`src/rtl/pce_pkg.sv`:
```
// Shared types, register indexes, effect codes and fixed coefficients of the color effect unit.
package pce_pkg;

  localparam int PIX_W     = 8;
  localparam int MODE_W    = 3;
  localparam int ROW_BITS  = 54;
  localparam int SLOT_BITS = 18;
  localparam int CFG_IDX_W = 2;
  localparam int FIX_W     = 12;

  typedef logic [PIX_W-1:0]     pix_t;
  typedef logic [MODE_W-1:0]    mode_t;
  typedef logic [CFG_IDX_W-1:0] cfg_idx_t;
  typedef logic [ROW_BITS-1:0]  row_t;
  typedef logic [FIX_W-1:0]     fix_t;

  // Register indexes of the configuration port.
  localparam cfg_idx_t REG_MODE = 2'd0;
  localparam cfg_idx_t REG_ROW0 = 2'd1;
  localparam cfg_idx_t REG_ROW1 = 2'd2;
  localparam cfg_idx_t REG_ROW2 = 2'd3;

  // Effect codes.
  localparam mode_t MODE_PASS   = 3'd0;
  localparam mode_t MODE_MATRIX = 3'd1;
  localparam mode_t MODE_WARM   = 3'd2;
  localparam mode_t MODE_COOL   = 3'd3;
  localparam mode_t MODE_SEPIA  = 3'd4;
  localparam mode_t MODE_GREEN  = 3'd5;
  localparam mode_t MODE_MIX    = 3'd6;

  // Datapath kinds carried down the pipeline.
  localparam logic [1:0] KIND_PASS = 2'd0;
  localparam logic [1:0] KIND_MAC  = 2'd1;
  localparam logic [1:0] KIND_MIX  = 2'd2;

  typedef struct packed {
    logic [1:0] kind;
    logic       frac10;
  } pce_sel_t;

  // Per-channel gains, scaled by 1024, in B, G, R order.
  localparam fix_t WARM_B  = 12'd922;
  localparam fix_t WARM_G  = 12'd1075;
  localparam fix_t WARM_R  = 12'd1229;
  localparam fix_t COOL_B  = 12'd1229;
  localparam fix_t COOL_G  = 12'd973;
  localparam fix_t COOL_R  = 12'd870;
  localparam fix_t GREEN_B = 12'd819;
  localparam fix_t GREEN_G = 12'd1536;
  localparam fix_t GREEN_R = 12'd614;

  // Sepia matrix scaled by 1024; entry row*3+col, rows B,G,R out, columns B,G,R in.
  localparam fix_t SEPIA [9] = '{
    12'd134, 12'd547, 12'd279,
    12'd172, 12'd702, 12'd357,
    12'd194, 12'd787, 12'd402
  };

  // Reciprocal of three for values below 2048: x / 3 == (x * 683) >> 11.
  localparam int RECIP3       = 683;
  localparam int RECIP3_SHIFT = 11;

endpackage

```
`src/rtl/pce_cfg_regs.sv`:
```
// Configuration registers and per-mode coefficient selection of the color effect unit.
module pce_cfg_regs import pce_pkg::*; #(
  parameter int COEF_WIDTH = 18
) (
  input  logic                     clk,
  input  logic                     rst_n,
  input  logic                     cfg_we,
  input  cfg_idx_t                 cfg_index,
  input  row_t                     cfg_data,
  output logic [8:0][COEF_WIDTH-1:0] coef,
  output pce_sel_t                 sel
);

  localparam logic [COEF_WIDTH-1:0] ONE_Q8 = COEF_WIDTH'(256);

  mode_t                          mode_r;
  logic [2:0][2:0][COEF_WIDTH-1:0] row_r;

  always_ff @(posedge clk) begin
    if (!rst_n) begin
      mode_r <= MODE_PASS;
      for (int i = 0; i < 3; i++) begin
        for (int c = 0; c < 3; c++) begin
          row_r[i][c] <= (i == c) ? ONE_Q8 : '0;
        end
      end
    end else if (cfg_we) begin
      case (cfg_index)
        REG_MODE: mode_r <= cfg_data[MODE_W-1:0];
        REG_ROW0: for (int c = 0; c < 3; c++) row_r[0][c] <= cfg_data[SLOT_BITS*c +: COEF_WIDTH];
        REG_ROW1: for (int c = 0; c < 3; c++) row_r[1][c] <= cfg_data[SLOT_BITS*c +: COEF_WIDTH];
        REG_ROW2: for (int c = 0; c < 3; c++) row_r[2][c] <= cfg_data[SLOT_BITS*c +: COEF_WIDTH];
        default: ;
      endcase
    end
  end

  always_comb begin
    coef       = '0;
    sel.kind   = KIND_MAC;
    sel.frac10 = 1'b1;
    case (mode_r)
      MODE_MATRIX: begin
        sel.frac10 = 1'b0;
        for (int i = 0; i < 3; i++) begin
          for (int c = 0; c < 3; c++) begin
            coef[i*3+c] = row_r[i][c];
          end
        end
      end
      MODE_WARM: begin
        coef[0] = COEF_WIDTH'(WARM_B);
        coef[4] = COEF_WIDTH'(WARM_G);
        coef[8] = COEF_WIDTH'(WARM_R);
      end
      MODE_COOL: begin
        coef[0] = COEF_WIDTH'(COOL_B);
        coef[4] = COEF_WIDTH'(COOL_G);
        coef[8] = COEF_WIDTH'(COOL_R);
      end
      MODE_GREEN: begin
        coef[0] = COEF_WIDTH'(GREEN_B);
        coef[4] = COEF_WIDTH'(GREEN_G);
        coef[8] = COEF_WIDTH'(GREEN_R);
      end
      MODE_SEPIA: begin
        for (int k = 0; k < 9; k++) begin
          coef[k] = COEF_WIDTH'(SEPIA[k]);
        end
      end
      MODE_MIX: sel.kind = KIND_MIX;
      default:  sel.kind = KIND_PASS;
    endcase
  end

endmodule

```
`src/rtl/pce_mac_row.sv`:
```
// One output channel: three products, their sum with rounding, and the clamp to 0..255.
module pce_mac_row import pce_pkg::*; #(
  parameter int COEF_WIDTH = 18
) (
  input  logic                  clk,
  input  logic [2:0][COEF_WIDTH-1:0] coef,
  input  logic                  frac10,
  input  pix_t                  b,
  input  pix_t                  g,
  input  pix_t                  r,
  output pix_t                  res
);

  localparam int PW = COEF_WIDTH + PIX_W + 1;
  localparam int SW = PW + 2;

  logic signed [PW-1:0] prod_r [3];
  logic                 frac10_s2_r;
  logic                 frac10_s3_r;
  logic signed [SW-1:0] sum_r;
  logic signed [SW-1:0] sum_nxt;
  logic signed [SW-1:0] shifted;
  pix_t                 pix [3];

  assign pix[0] = b;
  assign pix[1] = g;
  assign pix[2] = r;

  // Stage two: one signed multiply per input channel, both operands at full product width.
  always_ff @(posedge clk) begin
    for (int c = 0; c < 3; c++) begin
      prod_r[c] <= $signed({{(PW-COEF_WIDTH){coef[c][COEF_WIDTH-1]}}, coef[c]}) *
                   $signed({{(PW-PIX_W){1'b0}}, pix[c]});
    end
    frac10_s2_r <= frac10;
  end

  // Stage three: sum plus half an output step.
  always_comb begin
    sum_nxt = SW'(prod_r[0]) + SW'(prod_r[1]) + SW'(prod_r[2]);
    sum_nxt = sum_nxt + (frac10_s2_r ? SW'(512) : SW'(128));
  end

  always_ff @(posedge clk) begin
    sum_r       <= sum_nxt;
    frac10_s3_r <= frac10_s2_r;
  end

  // Clamp: a negative sum gives zero, anything above eight bits gives full scale.
  assign shifted = frac10_s3_r ? (sum_r >>> 10) : (sum_r >>> 8);

  always_comb begin
    if (sum_r[SW-1]) begin
      res = '0;
    end else if (shifted[SW-1:PIX_W] != '0) begin
      res = '1;
    end else begin
      res = shifted[PIX_W-1:0];
    end
  end

endmodule

```
`src/rtl/pixel_color_effect_unit.sv`:
```
// Top level of the pixel color effect unit: input stage, mix path, matrix rows and output stage.
//
//   channel   handshake            payload
//   input     start / busy         in_blue_in, in_green_in, in_red_in
//   result    out_valid (strobe)   out_blue_out, out_green_out, out_red_out
//   config    cfg_we               cfg_index, cfg_data
//
// One pixel can be taken every cycle; busy stays low because the pipeline never stalls.
// Each result passes through four register stages: input register, multiply, sum and round,
// clamp and select.
// The multiplier stage sets the clock.
// Reset clears the stage valids, selects pass-through and loads the identity matrix.
// The receiver cannot stall, so results leave on a fixed schedule.
module pixel_color_effect_unit import pce_pkg::*; #(
  parameter int COEF_WIDTH = 18
) (
  input  logic     clk,
  input  logic     rst_n,
  input  logic     start,
  output logic     busy,
  input  pix_t     in_blue_in,
  input  pix_t     in_green_in,
  input  pix_t     in_red_in,
  output logic     out_valid,
  output pix_t     out_blue_out,
  output pix_t     out_green_out,
  output pix_t     out_red_out,
  input  logic     cfg_we,
  input  cfg_idx_t cfg_index,
  input  row_t     cfg_data
);

  localparam int SUM3_W = PIX_W + 2;
  localparam int QPROD_W = SUM3_W + RECIP3_SHIFT;

  logic [8:0][COEF_WIDTH-1:0] coef;
  logic [8:0][COEF_WIDTH-1:0] coef_r;
  pce_sel_t                   sel;
  pce_sel_t                   sel_s1_r;
  logic [1:0]                 kind_s2_r;
  logic [1:0]                 kind_s3_r;
  logic                       v_s1_r;
  logic                       v_s2_r;
  logic                       v_s3_r;
  logic                       out_valid_r;
  logic                       in_xfer;
  pix_t                       b_s1_r;
  pix_t                       g_s1_r;
  pix_t                       r_s1_r;
  pix_t                       b_s2_r;
  pix_t                       g_s2_r;
  pix_t                       r_s2_r;
  pix_t                       b_s3_r;
  pix_t                       g_s3_r;
  pix_t                       r_s3_r;
  pix_t                       inv_s2_r;
  logic [SUM3_W-1:0]          sum3_s2_r;
  pix_t                       diff_s2_r;
  pix_t                       inv_s3_r;
  pix_t                       avg_s3_r;
  pix_t                       mred_s3_r;
  logic [QPROD_W-1:0]         qprod;
  logic [SUM3_W-1:0]          tri3;
  pix_t                       row_res [3];
  pix_t                       ob_nxt;
  pix_t                       og_nxt;
  pix_t                       or_nxt;
  pix_t                       ob_r;
  pix_t                       og_r;
  pix_t                       or_r;

  assign busy    = 1'b0;
  assign in_xfer = start && !busy;

  pce_cfg_regs #(.COEF_WIDTH(COEF_WIDTH)) u_cfg (
    .clk       (clk),
    .rst_n     (rst_n),
    .cfg_we    (cfg_we),
    .cfg_index (cfg_index),
    .cfg_data  (cfg_data),
    .coef      (coef),
    .sel       (sel)
  );

  always_ff @(posedge clk) begin
    if (!rst_n) begin
      v_s1_r      <= 1'b0;
      v_s2_r      <= 1'b0;
      v_s3_r      <= 1'b0;
      out_valid_r <= 1'b0;
    end else begin
      v_s1_r      <= in_xfer;
      v_s2_r      <= v_s1_r;
      v_s3_r      <= v_s2_r;
      out_valid_r <= v_s3_r;
    end
  end

  // Stage one: capture the pixel with the coefficients of the current mode.
  always_ff @(posedge clk) begin
    b_s1_r   <= in_blue_in;
    g_s1_r   <= in_green_in;
    r_s1_r   <= in_red_in;
    coef_r   <= coef;
    sel_s1_r <= sel;
  end

  generate
    for (genvar i = 0; i < 3; i++) begin : g_row
      pce_mac_row #(.COEF_WIDTH(COEF_WIDTH)) u_row (
        .clk    (clk),
        .coef   (coef_r[i*3 +: 3]),
        .frac10 (sel_s1_r.frac10),
        .b      (b_s1_r),
        .g      (g_s1_r),
        .r      (r_s1_r),
        .res    (row_res[i])
      );
    end
  endgenerate

  // Stage two: mix path operands, and the raw pixel for pass-through.
  always_ff @(posedge clk) begin
    kind_s2_r <= sel_s1_r.kind;
    b_s2_r    <= b_s1_r;
    g_s2_r    <= g_s1_r;
    r_s2_r    <= r_s1_r;
    inv_s2_r  <= 8'd255 - r_s1_r;
    sum3_s2_r <= SUM3_W'(b_s1_r) + SUM3_W'(g_s1_r) + SUM3_W'(r_s1_r) + SUM3_W'(1);
    diff_s2_r <= (b_s1_r > g_s1_r) ? (b_s1_r - g_s1_r) : (g_s1_r - b_s1_r);
  end

  // Stage three: average by reciprocal multiply, and 1.5 times the difference.
  assign qprod = QPROD_W'(sum3_s2_r) * QPROD_W'(RECIP3);
  assign tri3  = SUM3_W'(diff_s2_r) + SUM3_W'({diff_s2_r, 1'b0}) + SUM3_W'(1);

  always_ff @(posedge clk) begin
    kind_s3_r <= kind_s2_r;
    b_s3_r    <= b_s2_r;
    g_s3_r    <= g_s2_r;
    r_s3_r    <= r_s2_r;
    inv_s3_r  <= inv_s2_r;
    avg_s3_r  <= qprod[RECIP3_SHIFT +: PIX_W];
    mred_s3_r <= tri3[SUM3_W-1] ? 8'd255 : tri3[PIX_W:1];
  end

  // Stage four: pick the result of the item's effect.
  always_comb begin
    case (kind_s3_r)
      KIND_MAC: begin
        ob_nxt = row_res[0];
        og_nxt = row_res[1];
        or_nxt = row_res[2];
      end
      KIND_MIX: begin
        ob_nxt = inv_s3_r;
        og_nxt = avg_s3_r;
        or_nxt = mred_s3_r;
      end
      default: begin
        ob_nxt = b_s3_r;
        og_nxt = g_s3_r;
        or_nxt = r_s3_r;
      end
    endcase
  end

  always_ff @(posedge clk) begin
    ob_r <= ob_nxt;
    og_r <= og_nxt;
    or_r <= or_nxt;
  end

  assign out_valid     = out_valid_r;
  assign out_blue_out  = ob_r;
  assign out_green_out = og_r;
  assign out_red_out   = or_r;

  // Every result strobe goes back to an earlier transfer.
  a_latency: assert property (@(posedge clk) disable iff (!rst_n)
    out_valid_r |-> $past(in_xfer, 4))
    else $error("result strobe without a matching transfer");

  // Pass-through results carry the blue and red inputs unchanged.
  a_pass: assert property (@(posedge clk) disable iff (!rst_n)
    (out_valid_r && $past(kind_s3_r) == KIND_PASS) |->
      (out_blue_out == $past(in_blue_in, 4) && out_red_out == $past(in_red_in, 4)))
    else $error("pass-through result differs from input");

  // In the mix effect, blue is the inverted red input.
  a_mix_blue: assert property (@(posedge clk) disable iff (!rst_n)
    (out_valid_r && $past(kind_s3_r) == KIND_MIX) |->
      (out_blue_out == 8'd255 - $past(in_red_in, 4)))
    else $error("mix blue is not inverted red");

endmodule
```
`config.mk`:
```
export PLATFORM = sky130hd
export DESIGN_NAME = pixel_color_effect_unit
export DESIGN_NICKNAME = d
export VERILOG_FILES = /design/src/rtl/pce_pkg.sv /design/src/rtl/pce_cfg_regs.sv /design/src/rtl/pce_mac_row.sv /design/src/rtl/pixel_color_effect_unit.sv
export SDC_FILE = /design/constraint.sdc
export NUM_CORES = 2
export LEC_CHECK = 0
export BUFFER_PORTS_ARGS = -buffer_cell sky130_fd_sc_hd__buf_4
export CAP_MARGIN = 20
export CORE_ASPECT_RATIO = 1.4
export CORE_UTILIZATION = 40
export DETAILED_ROUTE_END_ITERATION = 8
export GPL_TIMING_DRIVEN = 0
export PLACE_DENSITY_LB_ADDON = 0.1
export RECOVER_POWER = 25
export REMOVE_ABC_BUFFERS = 1
export SLEW_MARGIN = 0
export SYNTH_ARGS = -nofsm -noshare
export SYNTH_HDL_FRONTEND = slang
export SYNTH_SLANG_ARGS = --single-unit
export TNS_END_PERCENT = 10
```
`constraint.sdc`:
```
create_clock -name clk -period 7.9 [get_ports clk]
set_input_delay 0.395 -clock clk [delete_from_list [all_inputs] [get_ports clk]]
set_output_delay 0.395 -clock clk [all_outputs]
set_load 0.02 [all_outputs]
```
==> Word level (Yosys, flattened, before mapping) <==
Memories as Yosys holds them, arrays and structs flattened.
Index checks and enable logic that the tools add are counted.
{ "totals": {"n_memories": 3, "regBits": 573, "ramBits": 243, "elab_cells": 122, "in_bits": 84} }
{ "mem_list": {"columns": ["memory", "depth", "width", "rd", "rd_ports_with_merged_regs", "wr", "line", "rtl"], "rows": [
  ["g_row[0].u_row.prod_r", 3, 27, 3, 0, 3, "pce_mac_row.sv:17", "logic signed [PW-1:0] prod_r [3];"],
  ["g_row[1].u_row.prod_r", 3, 27, 3, 0, 3, "pce_mac_row.sv:17", null],
  ["g_row[2].u_row.prod_r", 3, 27, 3, 0, 3, "pce_mac_row.sv:17", null]
]} }
{ "classes": {"order_cmp": 1, "n_addsub": 17, "n_reduce_logical": 9, "n_mul": 10, "eq_ne": 11, "n_mux": 21} }
{ "op_table": {"columns": ["operator", "n"], "rows": [
  ["one-hot mux 18 bit (5 select lines)", 3],
  ["multiplier 18 x 9 -> 27 bit", 9],
  ["one-hot mux 54 bit (2 select lines)", 2],
  ["adder 28 x 27 -> 29 bit", 3],
  ["adder 27 x 27 -> 28 bit", 3],
  ["nonzero test 21 bit", 3],
  ["two-way mux 20 bit", 3],
  ["adder 29 x 11 -> 29 bit", 2],
  ["two-way mux 8 bit", 7],
  ["one-hot mux 8 bit (2 select lines)", 3],
  ["adder 29 bit", 1],
  ["adder 10 x 1 -> 10 bit (second input constant)", 2],
  ["multiplier 10 x 10 -> 19 bit (second input constant)", 1],
  ["subtractor 8 bit", 2],
  ["adder 8 x 9 -> 10 bit", 1],
  ["adder 9 x 8 -> 10 bit", 1],
  ["two-way mux 10 bit", 1],
  ["adder 8 x 8 -> 9 bit", 1],
  ["equality test 3 bit (second input constant)", 3],
  ["> comparator 8 bit", 1],
  ["AND reduction 2 bit", 4],
  ["subtractor 8 bit (first input constant)", 1],
  ["equality test 2 bit (second input constant)", 3],
  ["equality test 3 x 2 -> 1 bit (second input constant)", 2],
  ["6 further kinds", 7]
]} }

==> Longest topological paths before layout <==
{ "depth": {"ltp_word": 5, "ltp_mapped": 23, "mapped_depth_nobuf": 20} }

==> Cells and area by module <==
A second synthesis with hierarchy kept.
{ "unflattened": {"cells_unflattened": 8102, "hier_area_um2": 75642.5} }
{ "modules_own_cells": {"columns": ["mod", "n_inst", "seq_area_each_um2", "area_per_inst_um2", "cells_per_inst"], "rows": [
  ["pce_mac_row (g_row[0].u_row)", 1, 2082.0, 19597.5, 2149],
  ["pce_mac_row (g_row[1].u_row)", 1, 2082.0, 19464.9, 2143],
  ["pce_mac_row (g_row[2].u_row)", 1, 2082.0, 19383.6, 2122],
  ["pixel_color_effect_unit", 1, 6386.1, 10149.7, 796],
  ["pce_cfg_regs", 1, 3303.2, 7046.8, 892]
]} }

==> Worst setup path after synthesis <==
Ideal clock, no wire load.
{ "synth_path": {"kind": "register to register", "from": "register g_s1_r[1]", "to": "memory g_row[0].u_row.prod_r[0][53] (netlist bit)", "t_required_ps": 7828, "arrival_time_ps": 5107, "setup_ps": 72, "path_stages_with_launch": 20, "path_slack_ps": 2721, "cell_sequence": "dfxtp_1 -> clkbuf_1 -> clkbuf_1 -> nand2_1 -> fa_1 -> fa_1 -> inv_1 -> fa_1 -> inv_1 -> fa_1 -> inv_1 -> ha_1 -> clkbuf_1 -> a2111oi_0 -> nand2_1 -> o21ai_0 -> a21oi_2 -> a221o_1 -> a21oi_2 -> xnor2_1"} }
{ "synth_rtl": {"columns": ["item", "line", "rtl"], "rows": [
  ["start: declaration", "pixel_color_effect_unit.sv:48", "pix_t g_s1_r;"],
  ["start signal: assignment", "pixel_color_effect_unit.sv:102", "g_s1_r <= in_green_in;"],
  ["end: declaration", "pce_mac_row.sv:17", null]
]} }

==> results.toml <==
[synth]
yosysSeqAreaShare_pct = 21.0
avgSynthCellArea_sq_um = 9.29
synth-compound-area-share_pct = 8.14
synth_top_family_by_area = "adder cells"
synth-xor-area-share_pct = 3.39
ys_types = 87
synthMuxAreaShare_pct = 0.520
netlist.top_cell.by_area = "fa_1"
synth_area_sq_mm = 0.0753
synth-simple-area-share_pct = 15.2
synth-warning-count = 0
synth_fa_ha_area_share_pct = 42.5
synth_edf_count = 0
ys.flop_type = "dfxtp_1"
ys_seq_elements = 792
synthArstFlopShare_pct = 0
netlist.area_leader.share_pct = 30.3
yosys-top-cells-area = "fa_1, dfxtp_1, ha_1, inv_1, and2_1"
synth_cells = 8106

[setup_path]
cp_top_family = "adder cells"
slowest_stage = "dfxtp_1"
path_cells = "buf_12 > nand2_1 > fa_1 > inv_1 > fa_1 > fa_1 > inv_1 > fa_1 > inv_1 > ha_1 > nand3_1 > o21ai_0 > a311oi_1 > o41a_1 > o21ai_0 > a22oi_1 > nor2b_1 > xnor2_1"
slowest_delay_ps = 1240
crit_arrival_ps = 6910
worstSetupStartpointType = "register"
critPathRequiredTime_ps = 8470
path_max_fanout = 37
end_kind = "register"
path_class = "reg -> reg"
critPathBufInv = 4
crit_top_cell = "fa_1"

[route]
dr_total_vias = 52527
ant_nets = 0
route.detailed.drc = 0
drt-wirelength-per-cell_microns = 18.5
routed_wl_microns = 198000
drt_iter0_drc = 1951
vias_per_cell = 4.91
drtPass1Iterations = 5

[timing]
setup_tns_ps = 0
rsz0062_at_grt = "false"
worst_slack_ps = 1560
drv_slew = 106
final-setup-viol-count = 0
fmax_ghz = 0.158
finalClockSkew_ps = 35.5
fin_crit_sh_pct = 80.3
finalHoldViolCount = 0
fin_hold_ws_ps = 59.8
maxSlewHeadroom_pct = -32.9
worstMarginPinSlew_ps = 1990
min_period_ps = 6340

[die]
die_h_microns = 515
row_count = 188
ios = 110
dieArea_sq_mm = 0.190
die_w_microns = 369
start_util_pct = 40.2
core_area_sq_mm = 0.187

[clocking]
root_buffer = "clkbuf_16"
clockBufferDepth = 3
clock_latency_ps = 720
clk_pin_slew_ps = 60
cts_tree = "yes"
htreeDepth = 3
ctsResizeCount = 0
cts_buffers = 90
cts.sinks = 792

[finish]
syn_to_final_growth_pct = 10.3
drive_gt1_share_pct = 4.24
final_cell_mix = "inv_1, fa_1, nand2_1, and2_1, dfxtp_1"
layout_commonest_cell = "inv_1"
final_cell_count_no_fill = 10708
layout.nets = 10110

[placement]
place_inst = 10459
place.detailed.hpwl_microns = 156000
gp_congestion = 0.833
pre_cts_ws_ps = 1660
port_buffers = 108

[global_routing]
grt_pass1_wl_microns = 316000
antenna_found_initial = 15
grt_max_degree = 123
grt_remaining_overflow = 0
grt_usage_pct = 21.5
grt_pass1_vias = 55972

[run_status]
status = "finished with violations"
violations = "max-capacitance violations, max-slew violations"

[power_and_ir_drop]
powerDensity_mw_per_mm2 = 161
max-vdd-ir-drop_mv = 0.422
cellLeakagePower_nw = 43.1
p_total_mw = 13.4

[run]
maxCapViolations = 4

[hold_path]
hold_path_class = "in -> reg"
timing repair:
| action | CTS | global route |
|---|---|---|
| endpoints found under the hold margin | 146 | 0 |
| hold buffers | 72 | 0 |
| setup buffers | 0 | 0 |
worst register-to-register path, stage by stage, from the launching register on:
cell      delay (ps)
dfxtp_1         1240
buf_12           320
nand2_1          160
fa_1             490
inv_1             60
fa_1             480
fa_1             550
inv_1             60
fa_1             500
inv_1             50
ha_1             340
nand3_1           80
o21ai_0          300
a311oi_1         190
o41a_1           460
o21ai_0          280
a22oi_1          180
nor2b_1          170
xnor2_1          300
flip-flops by register name, summed over array words and instances, names as in the netlist, 10 cells and up:
register / cells
sum3_s2_r: 10
g_row.u_row.prod_r: 243
coef_r: 162
g_row.u_row.sum_r: 63
u_cfg.row_r: 162
where the power goes:
part | switching [mW] | leakage [nW] | internal, mW
clock | 1.89 | 1.60 | 2.77
sequential | 0.287 | 6.48 | 4.33
combinational | 2.27 | 35.0 | 1.82
cell usage after synthesis (49+ instances only):
master and count:
inv_1 1600, fa_1 1142, nand2_1 1079, and2_1 827, dfxtp_1 792, ha_1 730
a21oi_1 261, clkbuf_1 254, xnor2_1 217, a21boi_0 162, nor2_1 153, o21ai_0 134
a21o_1 111, xor2_1 75, o21bai_1 49
per-layer routing:
metal  share of wire, %  vias to the layer above  GRT usage, %
met4                4.0                        4          7.17
met3                2.9                      248          2.03
met5              0.012                        -             0
met2                 51                      713          39.0
met1                 42                    26664          26.4
li1                   -                    24898             -
logic make-up (layout without fill, tap and decap cells):
| logic type | Yosys count | in the layout |
|---|---|---|
| DFF | 792 | 792 |
| xor gates and xnor gates | 292 | 292 |
| adders and majority gates | 1872 | 1872 |
| and+or+nand+nor | 2329 | 2329 |
| buffers and inverters | 1858 | 1981 |
| AOI/OAI and AO/OA | 923 | 923 |
| muxes | 39 | 39 |
| other | 1 | 10 |
final timing paths:
kind	startpoint	end	slack, ps	cells after the start
setup / recovery	r_s1_r[2]	g_row[0].u_row.prod_r[0][77]	1560	18
hold / removal	cfg_data[13]	u_cfg.row_r[67]	60	3
setup reg to reg	r_s1_r[2]	g_row[0].u_row.prod_r[0][77]	1560	18
hold reg to reg	g_s2_r[7]	g_s3_r[7]	300	0
stage by stage:
stage | instance area, sq um | utilization [%]
3_5_place_dp | 79100 | 42.3
3_3_place_gp | 78300 | 41.8
5_1_grt | 83000 | 44.4
2_1_floorplan | 74400 | -
6_report | 83100 | 44.4
4_1_cts | 83100 | 44.4
layout make-up:
class                   count  area (sq um)
clock inverters            55           796
diodes                      9          22.5
well taps                2470          3090
multi-input cells        5456         52500
inverters                1600          6010
clock buffers             112          2460
flip-flops and latches    792         15900
fillers                 18556        104000
repair buffers            214          2240
Power figures use the tool's default switching activity.
